$ cat src/rtl/spq_pkg.sv
// shared types, constants and field widths for the shared pair queue
`timescale 1ns / 1ps
package spq_pkg;

	localparam int QUEUE_DEPTH_DEF = 16;
	localparam int MAX_PLAYERS_DEF = 8;

	localparam int PLAYER_W = 3;
	localparam int RAND_W   = 15;
	localparam int COLOUR_W = 3;
	localparam int PCOUNT_W = 4;
	localparam int CFG_W    = 4;
	localparam int NEFF_W   = PCOUNT_W + 1;

	localparam logic [COLOUR_W-1:0] COLOUR_MAX = COLOUR_W'(6);

	// remainder unit takes this many raw bits per cycle
	localparam int MOD_DIGIT = 3;
	localparam int MOD_STEPS = RAND_W / MOD_DIGIT;
	localparam int MOD_CNT_W = $clog2(MOD_STEPS + 1);

	localparam logic REG_PLAYER_COUNT = 1'b0;
	localparam logic REG_COLOUR_COUNT = 1'b1;

	localparam logic OP_FETCH = 1'b0;
	localparam logic OP_CLEAR = 1'b1;

	typedef enum logic [2:0] {
		ST_IDLE,
		ST_LOOKUP,
		ST_MOD,
		ST_READ,
		ST_SCAN,
		ST_DROP,
		ST_DONE
	} spq_state_t;

endpackage

$ cat src/rtl/spq_colour_mod.sv
// iterative remainder unit reducing two raw random values by the colour count
`timescale 1ns / 1ps
module spq_colour_mod (
	input  logic                          clk,
	input  logic                          arst_n,
	input  logic                          start,
	input  logic [spq_pkg::COLOUR_W-1:0]  divisor,
	input  logic [spq_pkg::RAND_W-1:0]    raw_a,
	input  logic [spq_pkg::RAND_W-1:0]    raw_b,
	output logic                          done,
	output logic [spq_pkg::COLOUR_W-1:0]  rem_a,
	output logic [spq_pkg::COLOUR_W-1:0]  rem_b
);
	import spq_pkg::*;

	logic [RAND_W-1:0]    a_q, b_q;
	logic [COLOUR_W-1:0]  ra_q, rb_q;
	logic [MOD_CNT_W-1:0] cnt_q;
	logic                 done_q;

	// restoring remainder over one digit, msb first
	function automatic logic [COLOUR_W-1:0] mod_step(
		input logic [COLOUR_W-1:0]  r,
		input logic [MOD_DIGIT-1:0] bits,
		input logic [COLOUR_W-1:0]  d
	);
		logic [COLOUR_W:0]   t;
		logic [COLOUR_W-1:0] acc;
		acc = r;
		for (int k = MOD_DIGIT - 1; k >= 0; k--) begin
			t = {acc, bits[k]};
			if (t >= {1'b0, d}) begin
				t = t - {1'b0, d};
			end
			acc = t[COLOUR_W-1:0];
		end
		return acc;
	endfunction

	always_ff @(posedge clk or negedge arst_n) begin
		if (!arst_n) begin
			cnt_q  <= '0;
			done_q <= 1'b0;
		end else if (start) begin
			cnt_q  <= MOD_CNT_W'(MOD_STEPS);
			done_q <= 1'b0;
		end else begin
			done_q <= (cnt_q == MOD_CNT_W'(1));
			if (cnt_q != '0) begin
				cnt_q <= cnt_q - MOD_CNT_W'(1);
			end
		end
	end

	always_ff @(posedge clk) begin
		if (start) begin
			a_q  <= raw_a;
			b_q  <= raw_b;
			ra_q <= '0;
			rb_q <= '0;
		end else if (cnt_q != '0) begin
			ra_q <= mod_step(ra_q, a_q[RAND_W-1 -: MOD_DIGIT], divisor);
			rb_q <= mod_step(rb_q, b_q[RAND_W-1 -: MOD_DIGIT], divisor);
			a_q  <= {a_q[RAND_W-MOD_DIGIT-1:0], {MOD_DIGIT{1'b0}}};
			b_q  <= {b_q[RAND_W-MOD_DIGIT-1:0], {MOD_DIGIT{1'b0}}};
		end
	end

	assign done  = done_q;
	assign rem_a = ra_q;
	assign rem_b = rb_q;

endmodule

$ cat src/rtl/spq_pair_ram.sv
// pair store memory, one write and one registered read port
`timescale 1ns / 1ps
module spq_pair_ram #(
	parameter int QUEUE_DEPTH = spq_pkg::QUEUE_DEPTH_DEF,
	localparam int IDX_W = $clog2(QUEUE_DEPTH)
) (
	input  logic                            clk,
	input  logic                            we,
	input  logic [IDX_W-1:0]                waddr,
	input  logic [2*spq_pkg::COLOUR_W-1:0]  wdata,
	input  logic                            re,
	input  logic [IDX_W-1:0]                raddr,
	output logic [2*spq_pkg::COLOUR_W-1:0]  rdata
);
	import spq_pkg::*;

	logic [2*COLOUR_W-1:0] mem [QUEUE_DEPTH];
	logic [2*COLOUR_W-1:0] rdata_q;

	always_ff @(posedge clk) begin
		if (we) begin
			mem[waddr] <= wdata;
		end
	end

	always_ff @(posedge clk) begin
		if (re) begin
			rdata_q <= mem[raddr];
		end
	end

	assign rdata = rdata_q;

endmodule

$ cat src/rtl/shared_pair_queue_multi_reader.sv
// top level: shared pair queue with per-player read offsets
//
// input channel (in_valid / in_stall) carries one request: a fetch for a
// player or a clear. every request gives exactly one result transaction on
// the output channel (out_valid / out_stall). requests are served one at a
// time; in_stall is high from acceptance until the result is loaded into
// the output register.
// a fetch steps through lookup, read, the offset scan, drop and done;
// the scan finds the minimum, one offset per cycle. when a new pair must
// be appended the remainder unit runs between lookup and read (three
// raw bits per cycle over five steps, both colours side by side). a
// clear, an out-of-range player or a refused fetch goes from lookup
// straight to done. the output register holds its result while out_stall
// is high; the next request is taken meanwhile and waits in its last
// step for the slot. configuration (cfg_write, cfg_index, cfg_data) is
// to be written by the user only while idle; the block does not enforce
// it. reset empties the queue, zeroes all offsets and sets player count
// 2 and colour count 4; the pair store needs no clearing pass.
`timescale 1ns / 1ps
module shared_pair_queue_multi_reader #(
	parameter int QUEUE_DEPTH = spq_pkg::QUEUE_DEPTH_DEF,
	parameter int MAX_PLAYERS = spq_pkg::MAX_PLAYERS_DEF
) (
	input  logic                          clk,
	input  logic                          arst_n,
	input  logic                          cfg_write,
	input  logic                          cfg_index,
	input  logic [spq_pkg::CFG_W-1:0]     cfg_data,
	input  logic                          in_valid,
	output logic                          in_stall,
	input  logic                          operation,
	input  logic [spq_pkg::PLAYER_W-1:0]  player,
	input  logic [spq_pkg::RAND_W-1:0]    random_first,
	input  logic [spq_pkg::RAND_W-1:0]    random_second,
	output logic                          out_valid,
	input  logic                          out_stall,
	output logic [spq_pkg::COLOUR_W-1:0]  first_colour,
	output logic [spq_pkg::COLOUR_W-1:0]  second_colour,
	output logic                          appended,
	output logic                          refused
);
	import spq_pkg::*;

	localparam int IDX_W  = $clog2(QUEUE_DEPTH);
	localparam int CNT_W  = $clog2(QUEUE_DEPTH + 1);
	localparam int PIDX_W = (MAX_PLAYERS > 1) ? $clog2(MAX_PLAYERS) : 1;

	spq_state_t state_q, state_d;

	logic [PCOUNT_W-1:0] player_count_q;
	logic [COLOUR_W-1:0] colour_count_q;

	logic [CNT_W-1:0]  offs_q [MAX_PLAYERS];
	logic [IDX_W-1:0]  head_q;
	logic [CNT_W-1:0]  count_q;

	logic              op_q;
	logic              who_ok_q;
	logic [PIDX_W-1:0] who_q;
	logic [RAND_W-1:0] rand_a_q, rand_b_q;
	logic [CNT_W-1:0]  off_q;
	logic [CNT_W-1:0]  mn_q;
	logic [NEFF_W-1:0] scan_q;

	logic [COLOUR_W-1:0] res_first_q, res_second_q;
	logic                res_app_q, res_ref_q;

	logic                out_valid_q;
	logic [COLOUR_W-1:0] out_first_q, out_second_q;
	logic                out_app_q, out_ref_q;

	logic [NEFF_W-1:0]   n_eff;
	logic [COLOUR_W-1:0] divisor;
	logic [PIDX_W-1:0]   rd_idx;
	logic [CNT_W-1:0]    rd_off;
	logic [CNT_W-1:0]    off_c;
	logic [CNT_W-1:0]    mn_c;
	logic [PIDX_W+PLAYER_W-1:0] who_ext;

	logic                  mod_start, mod_done;
	logic [COLOUR_W-1:0]   rem_a, rem_b;
	logic                  ram_we, ram_re;
	logic [IDX_W-1:0]      ram_waddr, ram_raddr;
	logic [2*COLOUR_W-1:0] ram_rdata;
	logic                  out_free;
	logic                  accept;

	function automatic logic [IDX_W-1:0] wrap_add(
		input logic [IDX_W-1:0] a,
		input logic [CNT_W-1:0] b
	);
		logic [CNT_W:0] s;
		s = {{(CNT_W + 1 - IDX_W){1'b0}}, a} + {1'b0, b};
		if (s >= (CNT_W + 1)'(QUEUE_DEPTH)) begin
			s = s - (CNT_W + 1)'(QUEUE_DEPTH);
		end
		return s[IDX_W-1:0];
	endfunction

	// effective counts after clamping out-of-range register values
	always_comb begin
		if (player_count_q == '0) begin
			n_eff = NEFF_W'(1);
		end else if ({1'b0, player_count_q} > NEFF_W'(MAX_PLAYERS)) begin
			n_eff = NEFF_W'(MAX_PLAYERS);
		end else begin
			n_eff = {1'b0, player_count_q};
		end
		if (colour_count_q == '0) begin
			divisor = COLOUR_W'(1);
		end else if (colour_count_q > COLOUR_MAX) begin
			divisor = COLOUR_MAX;
		end else begin
			divisor = colour_count_q;
		end
	end

	assign who_ext = {{PIDX_W{1'b0}}, player};

	// single offset read port: requester during lookup, scan index otherwise
	assign rd_idx = (state_q == ST_LOOKUP) ? who_q : scan_q[PIDX_W-1:0];
	assign rd_off = offs_q[rd_idx];
	assign off_c  = (rd_off > count_q) ? count_q : rd_off;
	assign mn_c   = (mn_q > count_q) ? count_q : mn_q;

	assign ram_waddr = wrap_add(head_q, count_q);
	assign ram_raddr = wrap_add(head_q, off_q);
	assign out_free  = !out_valid_q || !out_stall;
	assign accept    = in_valid && !in_stall;

	always_ff @(posedge clk or negedge arst_n) begin
		if (!arst_n) begin
			state_q <= ST_IDLE;
		end else begin
			state_q <= state_d;
		end
	end

	always_comb begin
		state_d   = state_q;
		in_stall  = 1'b1;
		mod_start = 1'b0;
		ram_we    = 1'b0;
		ram_re    = 1'b0;
		unique case (state_q)
			ST_IDLE: begin
				in_stall = 1'b0;
				if (in_valid) begin
					state_d = ST_LOOKUP;
				end
			end
			ST_LOOKUP: begin
				if (op_q == OP_CLEAR || !who_ok_q) begin
					state_d = ST_DONE;
				end else if (off_c == count_q) begin
					if (count_q == CNT_W'(QUEUE_DEPTH)) begin
						state_d = ST_DONE;
					end else begin
						mod_start = 1'b1;
						state_d   = ST_MOD;
					end
				end else begin
					state_d = ST_READ;
				end
			end
			ST_MOD: begin
				if (mod_done) begin
					ram_we  = 1'b1;
					state_d = ST_READ;
				end
			end
			ST_READ: begin
				ram_re  = 1'b1;
				state_d = ST_SCAN;
			end
			ST_SCAN: begin
				if (scan_q == n_eff - NEFF_W'(1)) begin
					state_d = ST_DROP;
				end
			end
			ST_DROP: begin
				state_d = ST_DONE;
			end
			ST_DONE: begin
				if (out_free) begin
					state_d = ST_IDLE;
				end
			end
			default: begin
				state_d = ST_IDLE;
			end
		endcase
	end

	// configuration and queue control state
	always_ff @(posedge clk or negedge arst_n) begin
		if (!arst_n) begin
			player_count_q <= PCOUNT_W'(2);
			colour_count_q <= COLOUR_W'(4);
			head_q         <= '0;
			count_q        <= '0;
			for (int i = 0; i < MAX_PLAYERS; i++) begin
				offs_q[i] <= '0;
			end
		end else begin
			if (cfg_write) begin
				unique case (cfg_index)
					REG_PLAYER_COUNT: player_count_q <= cfg_data;
					REG_COLOUR_COUNT: colour_count_q <= cfg_data[COLOUR_W-1:0];
					default: ;
				endcase
			end
			unique case (state_q)
				ST_LOOKUP: begin
					if (op_q == OP_CLEAR) begin
						head_q  <= '0;
						count_q <= '0;
						for (int i = 0; i < MAX_PLAYERS; i++) begin
							offs_q[i] <= '0;
						end
					end
				end
				ST_MOD: begin
					if (mod_done) begin
						count_q <= count_q + CNT_W'(1);
					end
				end
				ST_READ: begin
					offs_q[who_q] <= off_q + CNT_W'(1);
				end
				ST_DROP: begin
					// inactive players saturate at zero
					for (int i = 0; i < MAX_PLAYERS; i++) begin
						offs_q[i] <= (offs_q[i] > mn_c) ? offs_q[i] - mn_c : '0;
					end
					head_q  <= wrap_add(head_q, mn_c);
					count_q <= count_q - mn_c;
				end
				default: ;
			endcase
		end
	end

	// per-transaction working registers
	always_ff @(posedge clk) begin
		unique case (state_q)
			ST_IDLE: begin
				if (accept) begin
					op_q     <= operation;
					who_ok_q <= ({{(NEFF_W - PLAYER_W){1'b0}}, player} < n_eff);
					who_q    <= who_ext[PIDX_W-1:0];
					rand_a_q <= random_first;
					rand_b_q <= random_second;
				end
				res_first_q  <= '0;
				res_second_q <= '0;
				res_app_q    <= 1'b0;
				res_ref_q    <= 1'b0;
			end
			ST_LOOKUP: begin
				off_q <= off_c;
				if (op_q == OP_FETCH && who_ok_q && off_c == count_q &&
				    count_q == CNT_W'(QUEUE_DEPTH)) begin
					res_ref_q <= 1'b1;
				end
			end
			ST_MOD: begin
				if (mod_done) begin
					res_app_q <= 1'b1;
				end
			end
			ST_READ: begin
				scan_q <= '0;
			end
			ST_SCAN: begin
				if (scan_q == '0 || rd_off < mn_q) begin
					mn_q <= rd_off;
				end
				scan_q <= scan_q + NEFF_W'(1);
			end
			ST_DROP: begin
				res_first_q  <= ram_rdata[COLOUR_W-1:0];
				res_second_q <= ram_rdata[2*COLOUR_W-1:COLOUR_W];
			end
			default: ;
		endcase
	end

	// output register, freed when the downstream side takes the transaction
	always_ff @(posedge clk or negedge arst_n) begin
		if (!arst_n) begin
			out_valid_q <= 1'b0;
		end else if (state_q == ST_DONE && out_free) begin
			out_valid_q <= 1'b1;
		end else if (!out_stall) begin
			out_valid_q <= 1'b0;
		end
	end

	always_ff @(posedge clk) begin
		if (state_q == ST_DONE && out_free) begin
			out_first_q  <= res_first_q;
			out_second_q <= res_second_q;
			out_app_q    <= res_app_q;
			out_ref_q    <= res_ref_q;
		end
	end

	spq_colour_mod u_mod (
		.clk     (clk),
		.arst_n  (arst_n),
		.start   (mod_start),
		.divisor (divisor),
		.raw_a   (rand_a_q),
		.raw_b   (rand_b_q),
		.done    (mod_done),
		.rem_a   (rem_a),
		.rem_b   (rem_b)
	);

	spq_pair_ram #(
		.QUEUE_DEPTH (QUEUE_DEPTH)
	) u_ram (
		.clk   (clk),
		.we    (ram_we),
		.waddr (ram_waddr),
		.wdata ({rem_b, rem_a}),
		.re    (ram_re),
		.raddr (ram_raddr),
		.rdata (ram_rdata)
	);

	assign out_valid     = out_valid_q;
	assign first_colour  = out_first_q;
	assign second_colour = out_second_q;
	assign appended      = out_app_q;
	assign refused       = out_ref_q;

endmodule

$ cat config.mk
export PLATFORM = sky130hd
export DESIGN_NAME = shared_pair_queue_multi_reader
export DESIGN_NICKNAME = d
export VERILOG_FILES = /design/src/rtl/spq_pkg.sv /design/src/rtl/spq_colour_mod.sv /design/src/rtl/spq_pair_ram.sv /design/src/rtl/shared_pair_queue_multi_reader.sv
export SDC_FILE = /design/constraint.sdc
export NUM_CORES = 1
export LEC_CHECK = 0
export ABC_AREA = 1
export BUFFER_PORTS_ARGS = -buffer_cell sky130_fd_sc_hd__buf_2
export CAP_MARGIN = 15
export CORE_UTILIZATION = 45
export CTS_BUF_LIST = sky130_fd_sc_hd__clkbuf_4 sky130_fd_sc_hd__clkbuf_8 sky130_fd_sc_hd__clkbuf_16
export DETAILED_ROUTE_END_ITERATION = 6
export HOLD_SLACK_MARGIN = 0.05
export PLACE_DENSITY_LB_ADDON = 0.05
export SLEW_MARGIN = 40
export SYNTH_ARGS = -nofsm -noshare
export SYNTH_HDL_FRONTEND = slang
export SYNTH_SLANG_ARGS = --single-unit
$ cat constraint.sdc
create_clock -name clk -period 11 [get_ports clk]
set_input_delay 1.1 -clock clk [delete_from_list [all_inputs] [get_ports clk]]
set_output_delay 1.1 -clock clk [all_outputs]
set_load 0.02 [all_outputs]
==> flow_summary.toml, run 1 <==
[synthesis]
seq_area_frac_synth_pct = 51.5
ys.flop_type = "edfxtp_1"
synth_top_cell_by_area = "edfxtp_1"
ys_warn_count = 0
ys_types = 52
synth_fp_nets = 1685
synth_edf_count = 198
netlist.area_leader.share_pct = 39.9
synth_area_um2 = 14900
synthArstFlopShare_pct = 23.9
syn_inst = 1529
synth.area.top_cells = "edfxtp_1 40%, dfrtp_1 10%, ha_1 7.9%"
ys_seq_elements = 268
syn-mean-instance-area_um2 = 9.75

[hold_path]
holdPathStages = 0
min_to = "second_colour[2]"
min_from = "res_second_q[2]"
worstHoldPathType = "reg -> reg"

[timing]
rsz0062_at_grt = "false"
drv_slew = 0
fin_crit_ns = 5.04
timing.slew.headroom_pct = 44.3
setup_viol = 0
clock_skew_ns = 0.00930
fin_tns_setup_ns = 0
max_slew.worst_pin.slew_ns = 0.835
period_share_pct = 45.8
max_clock_freq_mhz = 198
hold_viol_final = 0

[die]
die_y_um = 184
die_area_um2 = 33900
die_w_um = 184
pin_count = 54
start_util_pct = 45.8
core-area_um2 = 32500
fp-row-count = 66

[outcome]
status = "complete, no violations"

[worst_setup_path]
path_max_fanout = 7
r2r_setup_slack_ns = 5.96
r2r-end = "u_mod.rem_b[1]"
crit_path_end_kind = "flop"
start_kind = "flop"
critPathBufInv = 4
worst-setup-path-type = "reg -> reg"
cp_top_family = "compound AO/OA/AOI/OAI gates"
cp.required_ns = 11.45
worstPathCellList = "inv_1 > o21ai_0 > o21ai_1 > ha_1 > inv_1 > fa_1 > nand2_1 > nand3_1 > o21ai_0 > inv_1 > ha_1 > a311oi_1 > nand3_1 > nor2_1 > a21oi_1 > fa_1 > a21oi_1 > nand4_1 > o21ai_0 > nand2_1 > o211ai_2 > inv_2"
r2r_start = "colour_count_q[1]"
worstPathArrival_ns = 5.49
critPathMaxStageDelay_ns = 0.46
ff2ff_path_depth = 22
cp_slowest_cell = "dfrtp_1"

[cells_and_area]
fin_nets = 1738
area_growth_pct = 12.2
final_cells = 2049
drive_gt1_share_pct = 13.0

[clock_tree]
clockBufferDepth = 3
cts_tree = "yes"
htreeDepth = 1
clk_latency_ns = 0.55
cts_setup_buffers = 0
clock-root-buffer = "clkbuf_16"
ctsHoldBuffers = 0
clk_pin_slew_ns = 0.06
ctsResizeCount = 0
cts_sinks = 268
cts_buffers = 30

[flow_run]
drv_cap = 0

[global_route]
grt_max_degree = 66
grt_usage_pct = 22.2
antenna_found_initial = 3
grt_pass1_vias = 10300
gr-total-overflow = 0
grt_first_pass_wirelength_um = 58000

[drt]
wl_met1_um = 17600
wirelength_um = 36500
dr.max_layer_used = "met5"
drt_pre_antenna_iters = 5
vias = 10900
drcViolationCount = 0
wl_met3_um = 1770
drt_first_iter_violations = 779
antenna_left = 0
wl_met2_um = 16100
post_drt_wl_per_cell_um = 17.8
via_per_inst = 5.33

[placed_design]
gp_congestion = 0.839
place_inst = 1992
dp_hpwl_um = 25000
numPortBuffers = 53

[power]
irDropWorstVdd_v = 0.000124
p_leak_nw = 6.85
power_mw = 2.23
power_density_nw_per_um2 = 133
-- power by group --
group	switching (mW)	internal [mW]	leakage, nW
Clock	0.412	0.611	0.490
Sequential	0.00281	1.08	2.58
Combinational	0.0721	0.0477	3.78
-- placed cells by master (no fill, tap or decap), drive strengths merged, types with 23 or more instances in the layout --
master  count
buf        67
edfxtp    198
inv       176
a21oi      63
o211ai     24
ha         94
nand3     127
o21ai     116
clkbuf     33
o32ai      23
nor2      173
dfrtp      62
nand2     264
-- cell type report --
cell class | count | area (µm²)
well taps | 442 | 553
fillers | 3037 | 15800
repair buffers | 67 | 418
diodes | 2 | 5.00
inverters | 176 | 661
clock inverters | 22 | 224
flip-flops and latches | 268 | 7670
multi-input cells | 1039 | 6410
clock buffers | 33 | 791
-- synthesized netlist by cell type (3+ instances only) --
master	instances
nand3_1	124
mux2_2	6
o211ai_1	19
dfxtp_1	6
o21ai_2	16
or2_2	10
inv_1	163
nand3_2	3
buf_6	8
a31oi_1	7
nand4_1	13
nand2_2	17
o211ai_2	5
inv_2	13
nor2_1	171
o21ai_1	12
edfxtp_1	198
nor3_1	11
o22ai_1	4
a21oi_1	63
dfrtp_1	62
nand3b_1	5
o221ai_1	19
nand2_1	247
xor2_1	15
buf_2	6
o21ai_0	86
fa_1	18
ha_1	94
xnor2_1	22
o32ai_1	23
clkbuf_1	30
nand2b_1	5
-- metal layers --
metal	vias up	track usage, %
li1	5421	-
met1	5184	32.1
met2	248	34.5
met3	61	3.31
met4	2	6.20
met5	-	0
-- flip-flops by register name (all words and copies together), names as in the netlist, 3 cells and up --
register / count
who_q: 3
u_ram.mem: 96
u_mod.cnt_q: 3
u_ram.rdata: 6
rand_a_q: 15
first_colour: 3
count_q: 5
mn_q: 5
u_mod.a_q: 15
u_mod.b_q: 15
player_count_q: 4
res_first_q: 3
colour_count_q: 3
res_second_q: 3
u_mod.rem_b: 3
second_colour: 3
off_q: 5
offs_q: 40
scan_q: 5
u_mod.rem_a: 3
rand_b_q: 15
head_q: 4
state_q: 3
-- per-stage QoR --
stage | utilization [%] | area, µm² | setup slack (ns) | hold WS [ns]
global route | 51.4 | 16700 | 5.35 | 0.430
global placement | 48.0 | 15600 | 6.21 | 0.407
CTS | 51.4 | 16700 | 5.89 | 0.421
floorplan | - | 14900 | 6.26 | 0.400
finish | 51.4 | 16700 | 5.96 | 0.419
detailed placement | 48.2 | 15700 | 5.95 | 0.405
-- how the worst max path moves through the flow --
stage / start / to / slack (ns) / depth (start not counted)
2_1_floorplan: count_q[1] / offs_q[23] / 6.26 / 19
3_3_place_gp: colour_count_q[1] / u_mod.rem_b[0] / 6.21 / 22
3_5_place_dp: colour_count_q[1] / u_mod.rem_b[1] / 5.95 / 22
4_1_cts: colour_count_q[1] / u_mod.rem_b[1] / 5.89 / 22
5_1_grt: colour_count_q[1] / u_mod.rem_a[2] / 5.35 / 22
6_report: colour_count_q[1] / u_mod.rem_b[1] / 5.96 / 22
-- kinds of logic after synthesis --
logic type               after synthesis  share of synthesized area [%]
AND/OR/NAND/NOR                      612                           17.8
AO/OA/AOI/OAI                        271                           11.7
flip-flops                           268                           51.5
buffers and inverters                222                           6.04
adder cells (fa/ha/maj)              112                           10.3
XOR/XNOR                              37                           2.17
multiplexers                           7                          0.520
Power figures use the tool's default switching activity.
==> run 2: changes to the inputs <==
- ABC_AREA: 1 -> 0
- clock period: 11 -> 4.58 ns (I/O delays scaled with it)
==> flow_summary.toml, run 2 <==
[outcome]
status = "complete, no violations"

[synthesis]
synth.area.top_cells = "edfxtp_1 41%, dfrtp_1 11%, ha_1 8.1%"
ys_types = 61
synth_fp_nets = 1298
synth_edf_count = 198
synth_area_um2 = 14400
seq_area_frac_synth_pct = 53.1
netlist.area_leader.share_pct = 41.2
syn_inst = 1142
synth_top_cell_by_area = "edfxtp_1"
yosys.cell_count.top_type = "edfxtp_1"
ys_seq_elements = 268
syn-mean-instance-area_um2 = 12.6
ys.flop_type = "edfxtp_1"
synth_common_cells = "198 x edfxtp_1, 117 x nand2_1, 94 x ha_1"
synthArstFlopShare_pct = 23.9
ys_warn_count = 0

[drt]
vias = 9277
post_drt_wl_per_cell_um = 20.4
antenna_left = 0
wirelength_um = 33900
drt_pre_antenna_iters = 6
via_per_inst = 5.58
drcViolationCount = 0
drt_first_iter_violations = 662

[die]
die_area_um2 = 32800
core-area_um2 = 31600
die_w_um = 181
fp-row-count = 65
pin_count = 54
start_util_pct = 45.8
die_y_um = 181

[worst_setup_path]
r2r_setup_slack_ns = 0.26
crit_path_end_kind = "flop"
path_max_fanout = 5
worstPathArrival_ns = 4.78
ff2ff_path_depth = 19
start_kind = "flop"
worst-setup-path-type = "reg -> reg"
critPathLaunch = "colour_count_q[1]"
r2r_start = "colour_count_q[1]"
cp.required_ns = 5.04
r2r-end = "u_mod.rem_b[0]"
cp-endpoint = "u_mod.rem_b[0]"

[timing]
clock_skew_ns = 0.0160
max_slew.worst_pin.slew_ns = 0.807
fin_crit_ns = 4.32
setup_viol = 0
period_share_pct = 94.3
hold_viol_final = 0
max_clock_freq_mhz = 232
timing.slew.headroom_pct = 45.8
drv_slew = 0

[global_route]
gr-total-overflow = 0
antenna_found_initial = 0
grt_first_pass_wirelength_um = 53800
grt_usage_pct = 21.2
grt_pass1_vias = 9264
grt_max_degree = 38

[flow_run]
drv_cap = 0

[clock_tree]
htreeDepth = 1
clock-root-buffer = "clkbuf_16"
clk_latency_ns = 0.55
clockBufferDepth = 3
cts_sinks = 268
clk_pin_slew_ns = 0.06
cts_tree = "yes"
cts_buffers = 30

[placed_design]
place_inst = 1607
gp_congestion = 0.833
dp_hpwl_um = 23900
numPortBuffers = 53

[cells_and_area]
reg_top3 = "u_ram.mem: 96 flops, offs_q: 40 flops"
final_cell_mix = "198 x edfxtp_1, 116 x nand2_1, 94 x ha_1, 71 x inv_1, 65 x nor2_1"
drive_gt1_share_pct = 19.3
area_growth_pct = 14.5
final_cells = 1663
max_flop_register = "u_ram.mem"
antenna_cells = 0
fin_nets = 1396
regArea_um2 = 7670
multiInputGateArea_um2 = 6390
num-fill-cells = 2767
final_common_cell = "edfxtp_1"
largest_reg_flops = 96

[hold_path]
min_from = "random_first[7]"
worstHoldPathType = "in -> reg"
## run 2: layout make-up
type                       instances  area share, %
clock inverter                    20           1.46
multi-input combinational        768           38.6
sequential                       268           46.4
tap                              402           3.04
timing repair buffer             101           4.08
inverter                          71           1.61
clock buffer                      33           4.82
## run 2: cell families after synthesis
kind of cell               share of synthesized area [%]
AOI/OAI and AO/OA                                   9.57
xor gates and xnor gates                            3.57
adders and majority gates                           10.7
buffers and inverters                               2.99
DFF                                                 53.1
muxes                                               10.8
and+or+nand+nor                                     9.24
## run 2: what timing repair did
item / CTS / global route
endpoints found under the setup margin: 2 / 6
hold endpoints to repair: 27 / 0
hold buffers: 1 / 0
gates resized for setup: 2 / 12
buffers inserted: 0 / 2
pin swaps: 0 / 1
## run 2: critical path, cell delays in order, from the launching register on
cell and delay (ns):
dfrtp_1 0.37, inv_1 0.08, maj3_2 0.27, ha_1 0.16
inv_1 0.05, fa_2 0.37, a21o_1 0.18, a21boi_2 0.18
mux2_2 0.37, ha_1 0.32, a21oi_2 0.15, nand2_1 0.12
nor2_1 0.11, a21oi_1 0.09, fa_1 0.44, a21o_1 0.18
a21oi_1 0.19, o21ai_2 0.11, mux2_2 0.28, a211oi_1 0.22
## run 2: worst min-delay path by stage
stage	end	cells after the start
floorplan	colour_count_q[0]	0
global placement	second_colour[1]	0
detailed placement	first_colour[1]	0
CTS	rand_a_q[4]	1
global route	rand_b_q[13]	1
finish	rand_a_q[7]	1
## run 2: per-layer routing
metal | GRT usage, % | share of wire [%] | vias up
met1 | 32.4 | 50 | 4595
met5 | 0 | 0 | -
met3 | 2.96 | 4.4 | 49
met2 | 31.9 | 44 | 197
met4 | 4.75 | 2.0 | 0
li1 | - | - | 4436
## run 2: stage by stage
stage	TNS, ns	util [%]	hold slack (ns)	setup slack (ns)	area (µm²)
after floorplan	0	-	0.162	0.0568	14400
after global placement	0	48.8	0.405	0.0567	15400
after detailed placement	-0.134	49.0	0.405	-0.0899	15400
after CTS	0	52.3	0.0557	0.00145	16500
after global routing	-0.0412	52.4	0.0574	-0.0269	16500
final	0	52.4	0.0824	0.263	16500
Power of run 2 is not shown: default switching activity piles up to over one toggle a cycle in this logic, so the estimate is an artifact.
==> run 3: changes to the inputs <==
- PLACE_DENSITY_LB_ADDON: 0.05 -> not set
- SKIP_LAST_GASP: not set -> 1
- SLEW_MARGIN: 40 -> not set
==> flow_summary.toml, run 3 (synthesis gave the netlist of run 2 again) <==
[drt]
via_per_inst = 5.56
drt_pre_antenna_iters = 6
wirelength_um = 32700
drt_first_iter_violations = 646
post_drt_wl_per_cell_um = 19.6
antenna_left = 0
vias = 9256
drcViolationCount = 0

[die]
fp-row-count = 65
core-area_um2 = 31600
die_area_um2 = 32800
pin_count = 54
die_w_um = 181
start_util_pct = 45.8
die_y_um = 181

[timing]
clock_skew_ns = 0.0202
max_slew.worst_pin.slew_ns = 1.04
period_share_pct = 94.3
max_clock_freq_mhz = 232
fin_tns_setup_ns = 0
hold_viol_final = 0
fin_crit_ns = 4.32
setup_viol = 0
timing.slew.headroom_pct = 30.7
drv_slew = 0

[global_route]
grt_first_pass_wirelength_um = 51400
gr-total-overflow = 0
antenna_found_initial = 1
grt_max_degree = 48
grt_pass1_vias = 9136
grt_usage_pct = 20.2

[worst_setup_path]
cpMostUsedCell = "buf_12"
cp_slowest_cell = "mux2i_4"
worstPathCellList = "or3b_1 > mux2i_4 > mux2i_1 > mux4_2 > inv_1 > ha_1 > nand3_1 > o22ai_1 > nor2_2 > nor2_1 > o211ai_4 > buf_12 > nand2b_1 > buf_12"
critPathBufInv = 3
worstPathArrival_ns = 4.56
cp.required_ns = 4.82
worst-setup-path-type = "reg -> reg"
cp_top_family = "multiplexers"
path_max_fanout = 30
ff2ff_path_depth = 14
path_depth = 14
start_kind = "flop"
crit_path_end_kind = "flop"
critPathMaxStageDelay_ns = 0.53

[clock_tree]
clock-root-buffer = "clkbuf_16"
clk_pin_slew_ns = 0.06
cts_tree = "yes"
clk_latency_ns = 0.56
htreeDepth = 1
cts_buffers = 30
cts_sinks = 268
clockBufferDepth = 3

[placed_design]
numPortBuffers = 53
dp_hpwl_um = 22800
gp_congestion = 0.839

[cells_and_area]
final_cell_mix = "198 x edfxtp_1, 115 x nand2_1, 94 x ha_1, 71 x inv_1, 64 x nor2_1"
largest_reg_flops = 96
reg_top3 = "u_ram.mem: 96 flops, offs_q: 40 flops"
fin_nets = 1392
final_common_cell = "edfxtp_1"
fin_util_pct = 52.4
drive_gt1_share_pct = 19.4
max_flop_register = "u_ram.mem"
area_growth_pct = 14.5

[outcome]
status = "complete, no violations"

[hold_path]
holdPathStages = 1
worstHoldPathType = "in -> reg"

[flow_run]
drv_cap = 0
[run 3: cell count changes in the layout (fill, tap and decap cells not counted), sizes merged]
cell,previous run,this run
clkbuf,33,41
buf,100,96
diode,0,2
clkinv,11,7
inv,72,73
bufinv,5,6
clkinvlp,3,0
[run 3: per-stage QoR]
step / instances / instance area (µm²) / hold WS, ns / setup WS (ns)
2_1_floorplan: 1142 / 14400 / 0.162 / 0.0568
3_3_place_gp: 1602 / 15400 / 0.405 / 0.170
3_5_place_dp: 1602 / 15400 / 0.405 / 0.0528
4_1_cts: 1659 / 16500 / 0.0556 / 0.0432
5_1_grt: 1662 / 16500 / 0.0620 / -0.0339
6_report: 1664 / 16500 / 0.0802 / 0.263
[run 3: final cells by class]
type | count | area (µm²)
antenna | 2 | 5.00
timing repair buffer | 97 | 623
tap | 402 | 503
multi-input combinational | 768 | 6390
fill | 2740 | 15000
clock buffer | 41 | 851
inverter | 71 | 267
clock inverter | 15 | 231
sequential | 268 | 7670
[run 3: layer usage]
layer | vias to the layer above | track usage [%] | part of all wire (%)
li1 | 4437 | - | -
met1 | 4531 | 29.4 | 48
met2 | 240 | 32.0 | 45
met3 | 48 | 2.98 | 5.1
met4 | 0 | 4.41 | 2.0
met5 | - | 0 | 0
[run 3: repair_timing]
action                     CTS  global route
gates resized for setup      0            16
buffers inserted             0             3
hold endpoints to repair    15             0
hold buffers                 1             0
setup endpoints to repair    0            72
[run 3: path summary, 6_finish.rpt]
check,slack (ns),endpoint,from
worst max register to register,0.26,u_mod.a_q[9],state_q[1]
max in group asynchronous,3.14,state_q[0],arst_n
min in group asynchronous,0.39,offs_q[23],arst_n
worst min register to register,0.42,second_colour[2],res_second_q[2]
worst max-delay path,0.26,u_mod.a_q[9],state_q[1]
worst min-delay path,0.08,rand_b_q[7],random_second[7]
[run 3: worst register-to-register path: stages, from the launching register on]
cell	delay [ns]
dfrtp_1	0.38
or3b_1	0.47
mux2i_4	0.54
mux2i_1	0.41
mux4_2	0.37
inv_1	0.09
ha_1	0.30
nand3_1	0.08
o22ai_1	0.21
nor2_2	0.10
nor2_1	0.38
o211ai_4	0.13
buf_12	0.19
nand2b_1	0.14
buf_12	0.20
Power of run 3 is left out for the same reason.
